### src/hdl/sha0_pkg.sv
// shared types and constants for the sha-0 hash engine
package sha0_pkg;

    // request payloads
    typedef struct packed {
        logic [31:0] data_word;
        logic [2:0]  valid_bytes;
        logic        last;
    } t_in_req;

    typedef struct packed {
        logic [31:0] digest_word;
        logic        digest_last;
    } t_out_req;

    // controller states
    typedef enum logic [2:0] {
        S_IDLE,
        S_IN_BYTE,
        S_PAD80,
        S_PADZ,
        S_PADLEN,
        S_ROUND,
        S_FINISH,
        S_EMIT
    } t_state;

    // datapath operations
    typedef enum logic [2:0] {
        DP_NOP,
        DP_LOAD,
        DP_WORD,
        DP_BYTE,
        DP_ROUND,
        DP_FINISH,
        DP_INIT
    } t_dp_op;

    // byte sources for single byte writes
    typedef enum logic [1:0] {
        BS_IN,
        BS_80,
        BS_ZERO,
        BS_LEN
    } t_byte_src;

    typedef struct packed {
        t_dp_op      op;
        t_byte_src   src;
        logic [2:0]  sel;
        logic [6:0]  rnd;
        logic [2:0]  out_idx;
    } t_dp_cmd;

    typedef struct packed {
        logic [5:0] pos;
    } t_dp_sts;

    localparam logic [31:0] H0 = 32'h67452301;
    localparam logic [31:0] H1 = 32'hefcdab89;
    localparam logic [31:0] H2 = 32'h98badcfe;
    localparam logic [31:0] H3 = 32'h10325476;
    localparam logic [31:0] H4 = 32'hc3d2e1f0;
    localparam logic [31:0] K0 = 32'h5a827999;
    localparam logic [31:0] K1 = 32'h6ed9eba1;
    localparam logic [31:0] K2 = 32'h8f1bbcdc;
    localparam logic [31:0] K3 = 32'hca62c1d6;
    localparam logic [7:0]  PAD_BYTE = 8'h80;
    localparam logic [5:0]  LEN_POS = 6'd56;
    localparam logic [5:0]  LAST_POS = 6'd63;
    localparam logic [6:0]  LAST_RND = 7'd79;
    localparam logic [2:0]  LAST_LEN_IDX = 3'd7;
    localparam logic [2:0]  LAST_OUT_IDX = 3'd4;
    localparam logic [2:0]  FULL_BYTES = 3'd4;

endpackage

### src/hdl/sha0_dpath.sv
// sha-0 datapath: block buffer, byte counter, round logic and chaining words
module sha0_dpath (
    input  logic              i_clk,
    input  logic              i_rst_n,
    input  sha0_pkg::t_dp_cmd i_cmd,
    input  sha0_pkg::t_in_req i_in,
    output sha0_pkg::t_dp_sts o_sts,
    output logic [31:0]       o_digest
);
    import sha0_pkg::*;

    logic [31:0] r_chain [5];
    logic [31:0] r_a, r_b, r_c, r_d, r_e;
    logic [31:0] r_w [16];
    logic [60:0] r_cnt;
    logic [63:0] r_len;
    logic [31:0] r_word;

    logic [5:0]  pos;
    logic [7:0]  wr_byte;
    logic [31:0] s_a, s_b, s_c, s_d, s_e;
    logic [31:0] f, k, tmp, w_new;

    assign pos = r_cnt[5:0];
    assign o_sts.pos = pos;
    assign o_digest = r_chain[i_cmd.out_idx];

    // byte to write
    always_comb begin
        case (i_cmd.src)
            BS_IN: begin
                case (i_cmd.sel[1:0])
                    2'd0: wr_byte = r_word[31:24];
                    2'd1: wr_byte = r_word[23:16];
                    2'd2: wr_byte = r_word[15:8];
                    default: wr_byte = r_word[7:0];
                endcase
            end
            BS_80:   wr_byte = PAD_BYTE;
            BS_LEN:  wr_byte = r_len[8*(3'd7 - i_cmd.sel) +: 8];
            default: wr_byte = 8'h00;
        endcase
    end

    // round function, first round starts from the chaining words
    always_comb begin
        if (i_cmd.rnd == 7'd0) begin
            s_a = r_chain[0]; s_b = r_chain[1]; s_c = r_chain[2];
            s_d = r_chain[3]; s_e = r_chain[4];
        end else begin
            s_a = r_a; s_b = r_b; s_c = r_c; s_d = r_d; s_e = r_e;
        end
        if (i_cmd.rnd < 7'd20) begin
            f = (s_b & s_c) | (~s_b & s_d);
            k = K0;
        end else if (i_cmd.rnd < 7'd40) begin
            f = s_b ^ s_c ^ s_d;
            k = K1;
        end else if (i_cmd.rnd < 7'd60) begin
            f = (s_b & s_c) | (s_b & s_d) | (s_c & s_d);
            k = K2;
        end else begin
            f = s_b ^ s_c ^ s_d;
            k = K3;
        end
        tmp = {s_a[26:0], s_a[31:27]} + f + s_e + r_w[0] + k;
        w_new = r_w[13] ^ r_w[8] ^ r_w[2] ^ r_w[0];
    end

    // control-side registers: chaining words and byte count
    always_ff @(posedge i_clk) begin
        if (!i_rst_n) begin
            r_chain[0] <= H0; r_chain[1] <= H1; r_chain[2] <= H2;
            r_chain[3] <= H3; r_chain[4] <= H4;
            r_cnt <= '0;
        end else begin
            case (i_cmd.op)
                DP_WORD: r_cnt <= r_cnt + 61'd4;
                DP_BYTE: r_cnt <= r_cnt + 61'd1;
                DP_FINISH: begin
                    r_chain[0] <= r_chain[0] + r_a;
                    r_chain[1] <= r_chain[1] + r_b;
                    r_chain[2] <= r_chain[2] + r_c;
                    r_chain[3] <= r_chain[3] + r_d;
                    r_chain[4] <= r_chain[4] + r_e;
                end
                DP_INIT: begin
                    r_chain[0] <= H0; r_chain[1] <= H1; r_chain[2] <= H2;
                    r_chain[3] <= H3; r_chain[4] <= H4;
                    r_cnt <= '0;
                end
                default: ;
            endcase
        end
    end

    // payload registers: buffer, working words, captured word and length
    always_ff @(posedge i_clk) begin
        case (i_cmd.op)
            DP_LOAD: r_word <= i_in.data_word;
            DP_WORD: r_w[pos[5:2]] <= i_in.data_word;
            DP_BYTE: begin
                r_w[pos[5:2]][8*(2'd3 - pos[1:0]) +: 8] <= wr_byte;
                if (i_cmd.src == BS_80) r_len <= {r_cnt, 3'b000};
            end
            DP_ROUND: begin
                r_e <= s_d;
                r_d <= s_c;
                r_c <= {s_b[1:0], s_b[31:2]};
                r_b <= s_a;
                r_a <= tmp;
                for (int i = 0; i < 15; i++) r_w[i] <= r_w[i+1];
                r_w[15] <= w_new;
            end
            default: ;
        endcase
    end

endmodule

### src/hdl/sha0_ctrl.sv
// sha-0 controller: sequences byte writes, padding, rounds and digest output
module sha0_ctrl (
    input  logic              i_clk,
    input  logic              i_rst_n,
    input  logic              i_valid,
    input  sha0_pkg::t_in_req i_in,
    output logic              o_stall,
    output logic              o_valid,
    input  logic              i_stall,
    output logic              o_digest_last,
    input  sha0_pkg::t_dp_sts i_sts,
    output sha0_pkg::t_dp_cmd o_cmd
);
    import sha0_pkg::*;

    t_state     r_state, n_state, r_ret, n_ret;
    logic [2:0] r_bidx, n_bidx, r_nb, n_nb, r_lidx, n_lidx, r_oidx, n_oidx;
    logic [6:0] r_rnd, n_rnd;
    logic       r_last, n_last;
    logic [2:0] nb;
    logic       accept;
    logic       block_end;

    assign accept = i_valid && (r_state == S_IDLE);
    assign nb = (i_in.valid_bytes > FULL_BYTES) ? FULL_BYTES : i_in.valid_bytes;
    assign block_end = (i_sts.pos == LAST_POS);

    // next state
    always_comb begin
        n_state = r_state; n_ret = r_ret; n_bidx = r_bidx; n_nb = r_nb;
        n_lidx = r_lidx; n_oidx = r_oidx; n_rnd = r_rnd; n_last = r_last;
        unique case (r_state)
            S_IDLE: begin
                if (accept) begin
                    n_last = i_in.last;
                    n_nb = nb;
                    n_bidx = 3'd0;
                    if (i_sts.pos[1:0] == 2'd0 && nb == FULL_BYTES) begin
                        if (i_sts.pos[5:2] == 4'd15) begin
                            n_state = S_ROUND;
                            n_rnd = 7'd0;
                            n_ret = i_in.last ? S_PAD80 : S_IDLE;
                        end else begin
                            n_state = i_in.last ? S_PAD80 : S_IDLE;
                        end
                    end else begin
                        n_state = S_IN_BYTE;
                    end
                end
            end
            S_IN_BYTE: begin
                if (r_bidx == r_nb) begin
                    n_state = r_last ? S_PAD80 : S_IDLE;
                end else begin
                    n_bidx = r_bidx + 3'd1;
                    if (block_end) begin
                        n_state = S_ROUND; n_rnd = 7'd0; n_ret = S_IN_BYTE;
                    end
                end
            end
            S_PAD80: begin
                n_state = block_end ? S_ROUND : S_PADZ;
                n_rnd = 7'd0;
                n_ret = S_PADZ;
            end
            S_PADZ: begin
                if (i_sts.pos == LEN_POS) begin
                    n_state = S_PADLEN;
                    n_lidx = 3'd0;
                end else if (block_end) begin
                    n_state = S_ROUND; n_rnd = 7'd0; n_ret = S_PADZ;
                end
            end
            S_PADLEN: begin
                n_lidx = r_lidx + 3'd1;
                if (r_lidx == LAST_LEN_IDX) begin
                    n_state = S_ROUND; n_rnd = 7'd0; n_ret = S_EMIT;
                    n_oidx = 3'd0;
                end
            end
            S_ROUND: begin
                n_rnd = r_rnd + 7'd1;
                if (r_rnd == LAST_RND) n_state = S_FINISH;
            end
            S_FINISH: n_state = r_ret;
            S_EMIT: begin
                if (!i_stall) begin
                    n_oidx = r_oidx + 3'd1;
                    if (r_oidx == LAST_OUT_IDX) n_state = S_IDLE;
                end
            end
            default: n_state = S_IDLE;
        endcase
    end

    // outputs and datapath commands
    always_comb begin
        o_cmd.op = DP_NOP;
        o_cmd.src = BS_IN;
        o_cmd.sel = r_bidx;
        o_cmd.rnd = r_rnd;
        o_cmd.out_idx = r_oidx;
        o_stall = (r_state != S_IDLE);
        o_valid = (r_state == S_EMIT);
        o_digest_last = (r_oidx == LAST_OUT_IDX);
        unique case (r_state)
            S_IDLE: begin
                if (accept) begin
                    o_cmd.op = (i_sts.pos[1:0] == 2'd0 && nb == FULL_BYTES) ? DP_WORD
                                                                          : DP_LOAD;
                end
            end
            S_IN_BYTE: if (r_bidx != r_nb) o_cmd.op = DP_BYTE;
            S_PAD80: begin
                o_cmd.op = DP_BYTE;
                o_cmd.src = BS_80;
            end
            S_PADZ: begin
                if (i_sts.pos != LEN_POS) begin
                    o_cmd.op = DP_BYTE;
                    o_cmd.src = BS_ZERO;
                end
            end
            S_PADLEN: begin
                o_cmd.op = DP_BYTE;
                o_cmd.src = BS_LEN;
                o_cmd.sel = r_lidx;
            end
            S_ROUND: o_cmd.op = DP_ROUND;
            S_FINISH: o_cmd.op = DP_FINISH;
            S_EMIT: if (!i_stall && r_oidx == LAST_OUT_IDX) o_cmd.op = DP_INIT;
            default: ;
        endcase
    end

    // state registers
    always_ff @(posedge i_clk) begin
        if (!i_rst_n) begin
            r_state <= S_IDLE;
            r_ret <= S_IDLE;
            r_bidx <= '0; r_nb <= '0; r_lidx <= '0; r_oidx <= '0;
            r_rnd <= '0; r_last <= 1'b0;
        end else begin
            r_state <= n_state;
            r_ret <= n_ret;
            r_bidx <= n_bidx; r_nb <= n_nb; r_lidx <= n_lidx; r_oidx <= n_oidx;
            r_rnd <= n_rnd; r_last <= n_last;
        end
    end

endmodule

### src/hdl/sha0_hash_engine_unit.sv
// sha-0 hash engine top level
//
// input channel: i_valid / o_stall carry one message word per request,
// big-endian, with its count of leading valid bytes and a last flag.
// output channel: o_valid / i_stall carry the five digest words A..E,
// digest_last set on the fifth.
// timing: a full, word-aligned word is written straight into the buffer;
// a short or misaligned word is captured, then written byte by byte.
// each filled 64-byte block is compressed by the single round unit and
// then added into the chaining words. the last word adds the padding
// bytes (9 to 72) and one or two compressions, then the digest words
// are offered one per cycle while the receiver does not stall.
// the block takes no request while it is busy or while digest words are
// pending; a stalled receiver simply holds the current digest word.
// reset (synchronous, active low) restores the initial chaining words and
// clears the byte count; the block is ready on the next cycle.
module sha0_hash_engine_unit (
    input  logic               i_clk,
    input  logic               i_rst_n,
    input  logic               i_valid,
    input  sha0_pkg::t_in_req  i_data,
    output logic               o_stall,
    output logic               o_valid,
    output sha0_pkg::t_out_req o_data,
    input  logic               i_stall
);
    import sha0_pkg::*;

    t_dp_cmd     cmd;
    t_dp_sts     sts;
    logic [31:0] digest;
    logic        digest_last;

    sha0_ctrl u_ctrl (
        .i_clk         (i_clk),
        .i_rst_n       (i_rst_n),
        .i_valid       (i_valid),
        .i_in          (i_data),
        .o_stall       (o_stall),
        .o_valid       (o_valid),
        .i_stall       (i_stall),
        .o_digest_last (digest_last),
        .i_sts         (sts),
        .o_cmd         (cmd)
    );

    sha0_dpath u_dpath (
        .i_clk    (i_clk),
        .i_rst_n  (i_rst_n),
        .i_cmd    (cmd),
        .i_in     (i_data),
        .o_sts    (sts),
        .o_digest (digest)
    );

    assign o_data.digest_word = digest;
    assign o_data.digest_last = digest_last;

    // no new request while a digest is pending
    a_busy_out: assert property (@(posedge i_clk) disable iff (!i_rst_n)
        o_valid |-> o_stall) else $error("request taken during digest output");

    // a last word always keeps the input closed next cycle
    a_last_busy: assert property (@(posedge i_clk) disable iff (!i_rst_n)
        (i_valid && !o_stall && i_data.last) |=> o_stall)
        else $error("input reopened after last word");

    // final digest word ends the output burst
    a_burst_end: assert property (@(posedge i_clk) disable iff (!i_rst_n)
        (o_valid && !i_stall && o_data.digest_last) |=> !o_valid)
        else $error("output continued after final digest word");

endmodule
### config.mk
export PLATFORM = sky130hd
export DESIGN_NAME = sha0_hash_engine_unit
export DESIGN_NICKNAME = d
export VERILOG_FILES = /design/src/hdl/sha0_pkg.sv /design/src/hdl/sha0_dpath.sv /design/src/hdl/sha0_ctrl.sv /design/src/hdl/sha0_hash_engine_unit.sv
export SDC_FILE = /design/constraint.sdc
export NUM_CORES = 2
export LEC_CHECK = 0
export ABC_AREA = 0
export BUFFER_PORTS_ARGS = -buffer_cell sky130_fd_sc_hd__buf_4
export CORE_ASPECT_RATIO = 0.9
export CORE_UTILIZATION = 45
export DETAILED_ROUTE_END_ITERATION = 6
export SETUP_SLACK_MARGIN = 0.4
export SLEW_MARGIN = 30
export SYNTH_ARGS = -nofsm -noshare
export SYNTH_HDL_FRONTEND = slang
export SYNTH_SLANG_ARGS = --single-unit
### constraint.sdc
create_clock -name i_clk -period 10.58 [get_ports i_clk]
set_input_delay 1.058 -clock i_clk [delete_from_list [all_inputs] [get_ports i_clk]]
set_output_delay 1.058 -clock i_clk [all_outputs]
set_load 0.01 [all_outputs]
Word-level counts from Yosys, hierarchy flattened
Memories as Yosys holds them, arrays and structs flattened. A register that Yosys moved wholly into a read port is not among the register bits.
Index checks and enable logic that the tools add are counted.
{"block": "classes", "muxes": 122, "magnitude_cmp": 4, "shift": 3, "bitwise_logic": 55, "n_eq_ne": 39, "n_reduce_logical": 26, "add_sub_neg": 18}
{"operator": "32-bit two-way mux", "count": 23}
{"operator": "32-bit adder", "count": 9}
{"operator": "61-bit case mux with 3 select lines", "count": 1}
{"operator": "32-bit bitwise XOR", "count": 5}
{"operator": "32-bit AND", "count": 4}
{"operator": "32-bit bitwise OR", "count": 3}
{"operator": "3-bit two-way mux", "count": 30}
{"operator": "64-bit by 33-bit variable part select with 8-bit output", "count": 1}
{"operator": "61-bit by 1-bit adder with 61-bit output (second input constant)", "count": 1}
{"operator": "61-bit by 3-bit adder with 61-bit output (second input constant)", "count": 1}
{"operator": "7-bit two-way mux", "count": 7}
{"operator": "8-bit case mux with 3 select lines", "count": 2}
{"operator": "1-bit two-way mux", "count": 44}
{"operator": "1-bit bitwise OR", "count": 42}
{"operator": "7-bit case mux with 6 select lines", "count": 1}
{"operator": "32-bit negation with 34-bit output", "count": 1}
{"operator": "8-bit by 34-bit variable shift with 32-bit output (first input constant)", "count": 1}
{"operator": "8-bit by 34-bit variable part select with 32-bit output", "count": 1}
{"operator": "32-bit inverter", "count": 1}
{"operator": "32-bit OR reduction", "count": 1}
{"operator": "31-bit two-way mux", "count": 1}
{"operator": "3-bit equality test (second input constant)", "count": 10}
{"operator": "3-bit case mux with 8 select lines", "count": 1}
{"operator": "3-bit case mux with 7 select lines", "count": 1}
{"operator": "39 further kinds", "count": 75}
{"block": "totals", "ff_bits": 340, "memories": 2, "out_inout_bits": 35, "ramBits": 672, "wordCells": 285}
{"memory": "u_dpath.r_w", "words": 16, "word_bits": 32, "read_ports": 16, "rd_ports_with_merged_regs": 0, "wr": 16, "line": "sha0_dpath.sv:14", "text": "logic [31:0] r_w [16];"}
{"memory": "u_dpath.r_chain", "words": 5, "word_bits": 32, "read_ports": 6, "rd_ports_with_merged_regs": 1, "wr": 5, "line": "sha0_dpath.sv:12", "text": "logic [31:0] r_chain [5];"}

Longest topological paths before layout
{"block": "depth", "word_depth": 13, "ltp_mapped": 29}

Cells and area by module
Synthesis repeated with hierarchy kept, for this count alone.
{"block": "hier_totals", "hier_cells": 4883, "hier_area_um2": 57485.1}
{"module": "sha0_dpath", "cells_per_inst": 4671, "instances": 1, "area_each_um2": 55813.5}
{"module": "sha0_ctrl", "cells_per_inst": 211, "instances": 1, "area_each_um2": 1664.1}
{"module": "sha0_hash_engine_unit", "cells_per_inst": 1, "instances": 1, "area_each_um2": 7.5}

Worst setup path after synthesis
No wires, ideal clock.
{"block": "synth_path", "kind": "reg-to-reg", "from": "reg u_ctrl.r_rnd[0]", "to": "reg u_dpath.r_a[28] (data pin)", "period_less_slack_ns": 6.562, "t_arrival_ns": 6.296, "stages_incl_launch_ff": 24, "path_buffers": 3, "setup_slack_ns": 4.018, "required_ns": 10.314, "cell_sequence": "dfxtp_1 > inv_1 > ha_1 > nand4b_1 > buf_2 > buf_1 > clkbuf_1 > mux2i_1 > fa_1 > a221oi_1 > fa_1 > fa_1 > inv_1 > fa_1 > inv_1 > ha_1 > and3_1 > nand3_1 > nand4b_1 > nand4_1 > nand2_1 > o41ai_1 > o41ai_1 > xnor2_1"}
{"block": "synth_between", "elab_chain_len": 12, "elab_cells_between_ends": 29, "classes_between": "4 x add/sub; 3 x order compare; 11 x mux; 10 x bitwise; 1 x reduce/logical"}
{"item": "from (decl)", "line": "sha0_ctrl.sv:18", "text": "logic [6:0] r_rnd, n_rnd;"}
{"item": "from (signal assigned)", "line": "sha0_ctrl.sv:147", "text": "r_rnd <= n_rnd; r_last <= n_last;"}
{"item": "7-bit logical NOT", "line": "sha0_dpath.sv:47", "text": "if (i_cmd.rnd == 7'd0) begin"}
{"item": "32-bit two-way mux", "line": "sha0_dpath.sv:47"}
{"item": "32-bit AND (on tied branches)", "line": "sha0_dpath.sv:54, sha0_dpath.sv:60"}
{"item": "32-bit bitwise OR (2 in series)", "line": "sha0_dpath.sv:60", "text": "f = (s_b & s_c) | (s_b & s_d) | (s_c & s_d);"}
{"item": "32-bit two-way mux", "line": "sha0_dpath.sv:59", "text": "end else if (i_cmd.rnd < 7'd60) begin"}
{"item": "32-bit two-way mux", "line": "sha0_dpath.sv:56", "text": "end else if (i_cmd.rnd < 7'd40) begin"}
{"item": "32-bit two-way mux", "line": "sha0_dpath.sv:53", "text": "if (i_cmd.rnd < 7'd20) begin"}
{"item": "32-bit adder (3 in series)", "line": "sha0_dpath.sv:66", "text": "tmp = {s_a[26:0], s_a[31:27]} + f + s_e + r_w[0] + k;"}
{"item": "32-bit adder (*)", "line": "sha0_dpath.sv:66"}
{"item": "net u_dpath.tmp[28]", "line": "sha0_dpath.sv:22", "text": "logic [31:0] f, k, tmp, w_new;"}
{"item": "to (signal assigned)", "line": "sha0_dpath.sv:111", "text": "r_a <= tmp;"}
{"item": "to (decl)", "line": "sha0_dpath.sv:13", "text": "logic [31:0] r_a, r_b, r_c, r_d, r_e;"}
Mark *: on every way through the listed nets, which the timed path passes. The rest lies on a longest branch.
A chain may end at the register's enable or synchronous reset.

Worst setup path after layout
{"block": "layout_path", "from": "reg u_ctrl.r_rnd[5]", "to": "reg u_dpath.r_a[30] (data pin)"}
The elaborated chain is that of the path after synthesis.

==> results.md <==
* Run status: finished, final reports clean
* Max FO, Critical Path at 27
* Clock Sink Count at 1015
* Crit path buf inv count at 6
* Yosys top cell by area: edfxtp_1
* EDFF count, synth at 925
* Max Cap Viol at 0
* Fin. Hold Viols at 0
* FMAX at 137 MHz
* Post-Route WL at 162 mm
* Compound-cell area share of the yosys netlist at 17.6%
* CTS Buf Count at 108
* IO Count at 75
* Max stage delay cell, worst path: nand2_1
* Setup_tns at 0 ns
* Syn Area/Cell at 11.8 µm²
* Post-Synth Adder-Cell Area at 8.59%
* Critical path cell sequence: o21ai_0 > nor3_2 > buf_4 > inv_1 > buf_4 > nand2_1 > clkinv_1 > a221oi_1 > fa_1 > fa_1 > inv_1 > fa_1 > inv_1 > ha_1 > and3_1 > nand3_1 > nand4b_1 > nand4_1 > nand2_1 > o41ai_1 > o41ai_1 > xnor2_1
* 1st-pass router iterations at 6
* Final Max Tran Viols at 0
* Mux cell area share after synthesis at 6.15%
* First-pass GRT wire length at 243 mm
* Tightest Pin Transition at 1.10 ns
* Worst R2R Setup Slack at 3.26 ns
* Synthesized area at 56900 µm²
* Top cells by area, synth: edfxtp_1 (49%), o21a_1 (6.9%), ha_1 (4.7%), fa_1 (3.9%), dfxtp_1 (3.2%)
* Cell row count at 123
* RSZ-0062 raised after global routing: false
* TritonCTS clock tree: built
* Commonest cells after routing, fill and taps aside: edfxtp_1 (925), o21a_1 (522), nand2_1 (288)
* Vias at 39.4k
* Worst hold path class: flop to flop
* Slowest stage delay, CP at 0.65 ns
* Worst Path Arrival at 7.82 ns
* Number of setup buffers added after CTS at 0
* Starting Density at 45.5%
* Total track usage at 25.1%
* Initial antenna violation count at 0
* Largest net degree at the start of global routing at 196
* Leak at 21.4 nW
* Dominant synthesized flop cell: edfxtp_1
* XOR/XNOR share of the synthesized area at 4.19%
* Cell variety after synth at 86
* Port-buffer cells at 74
* Crit path launch type: flop
* Die Wd at 377 µm
* Post-route minimum period at 7.32 ns
* Fin nets at 5221
* Clk slew on worst S/H paths at 0.06 ns
* Core Box Area at 125000 µm²
* Worst skew pair latency at 0.76 ns
* Post-synthesis simple-gate area fraction at 8.18%
* Share of layout cells above drive strength 1 at 10.8%
* Worst setup EP type: flop
* Syn-to-layout area delta at 10.8%
* DRC Markers at 0
* Final setup fails at 0
* Peak supply drop at 0.000189 V
* Syn Nets at 5187
* Fin Clk Skew at 0.0414 ns
* Finished Cell Area at 63000 µm²
* Synth warn at 0
* Fraction of registers with async set/reset at 0%
* Vias/cell at 5.93
* Routed Antenna Nets at 0
* Routed wire length per instance at 24.4 µm
* Die area at 128000 µm²
* Syn Inst Count at 4824
* Post-CTS sizing at 0
* Most common cell after layout, fill and taps aside: edfxtp_1
* Detailed placement HPWL at 115 mm
* CTS root buf: clkbuf_16
* Die H at 339 µm
* Detailed Route Iter0 Violations at 4077
* # hold bufs at CTS at 0
* Yosys top cell area share at 48.8%
* Tcrit/Tclk final at 69.2%
* Setup Crit Path Kind: flop to flop
* Req. time, crit path at 11.07 ns
* Dpl cell area at 59300 µm²
* Max H-tree Level at 3
* Final Wtd Congestion at 0.904
* Slew headroom at 26.4%
* Vias in the first global route at 38.1k
* Longest Clk Path Bufs at 3
* Grt ovf at 0
* Family with the most delay on the worst path: adder cells
* PD cells at 271 nW/µm²
* Largest family of logic cells by synthesized area: compound AO/OA/AOI/OAI gates
* Flops & latches, synth at 1015
* Seq/Total Area, Yosys at 52.0%
## per-layer routing
metal  track usage (%)  part of all wire [%]  up-vias
met5                 0                     0        -
met4              7.59                   3.0        0
met3              3.47                   5.9      230
met2              38.3                    45     1256
met1              37.0                    46    19707
li1                  -                     -    18186
## stage by stage
stage	setup WS, ns	hold WS, ns	cells	total power, mW	utilization (%)
finish	3.26	0.450	6638	17.1	50.4
global route	2.83	0.455	6637	18.1	50.4
CTS	3.28	0.433	6637	17.1	50.3
detailed placement	3.30	0.447	6435	13.1	47.4
global placement	3.44	0.440	6435	13.0	47.4
floorplan	4.02	0.403	4824	11.0	-
## layout make-up
type	count	area (µm²)
antenna	1	2.50
clock buffer	138	2870
timing repair buffer	144	1110
multi-input combinational	3333	25600
inverter	256	968
tap	1687	2110
sequential	1015	29600
fill	11068	62100
clock inverter	64	807
## state kept, by name, summed over array words and instances, names as in the netlist, 7 cells and up, named ones only
name,count
u_dpath.r_word,32
u_dpath.r_cnt,61
u_dpath.r_d,32
u_dpath.r_chain,160
u_dpath.r_e,32
u_dpath.r_len,61
u_ctrl.r_rnd,7
u_dpath.r_a,32
u_dpath.r_w,512
u_dpath.r_c,32
u_dpath.r_b,32
## cell families after synthesis
| logic type | count (synthesis) |
|---|---|
| flip-flops | 1015 |
| buffers and inverters | 476 |
| adder cells (fa/ha/maj) | 325 |
| AO/OA/AOI/OAI | 1476 |
| multiplexers | 275 |
| XOR/XNOR | 272 |
| AND/OR/NAND/NOR | 985 |
## power by group
part | switching (mW) | internal (mW) | total, mW
Combinational | 4.36 | 2.77 | 7.13
Clock | 1.71 | 2.27 | 3.98
Sequential | 0.413 | 5.55 | 5.97
Total | 6.48 | 10.6 | 17.1
## Yosys cell counts, types with 110 or more instances
master    count
mux2_2      128
o21a_1      522
a21oi_1     261
nand2_1     291
xor2_1      135
xnor2_1     137
fa_1        110
nor2_1      275
o21ai_0     190
edfxtp_1    925
clkbuf_1    154
ha_1        213
inv_1       253
## worst paths after layout
kind	to	cells after the start	from
max	u_dpath.r_a[30]	22	u_ctrl.r_rnd[5]
min	u_dpath.r_len[61]	0	u_dpath.r_cnt[58]
max reg2reg	u_dpath.r_a[30]	22	u_ctrl.r_rnd[5]
min reg2reg	u_dpath.r_len[61]	0	u_dpath.r_cnt[58]
Power figures use the tool's default switching activity.
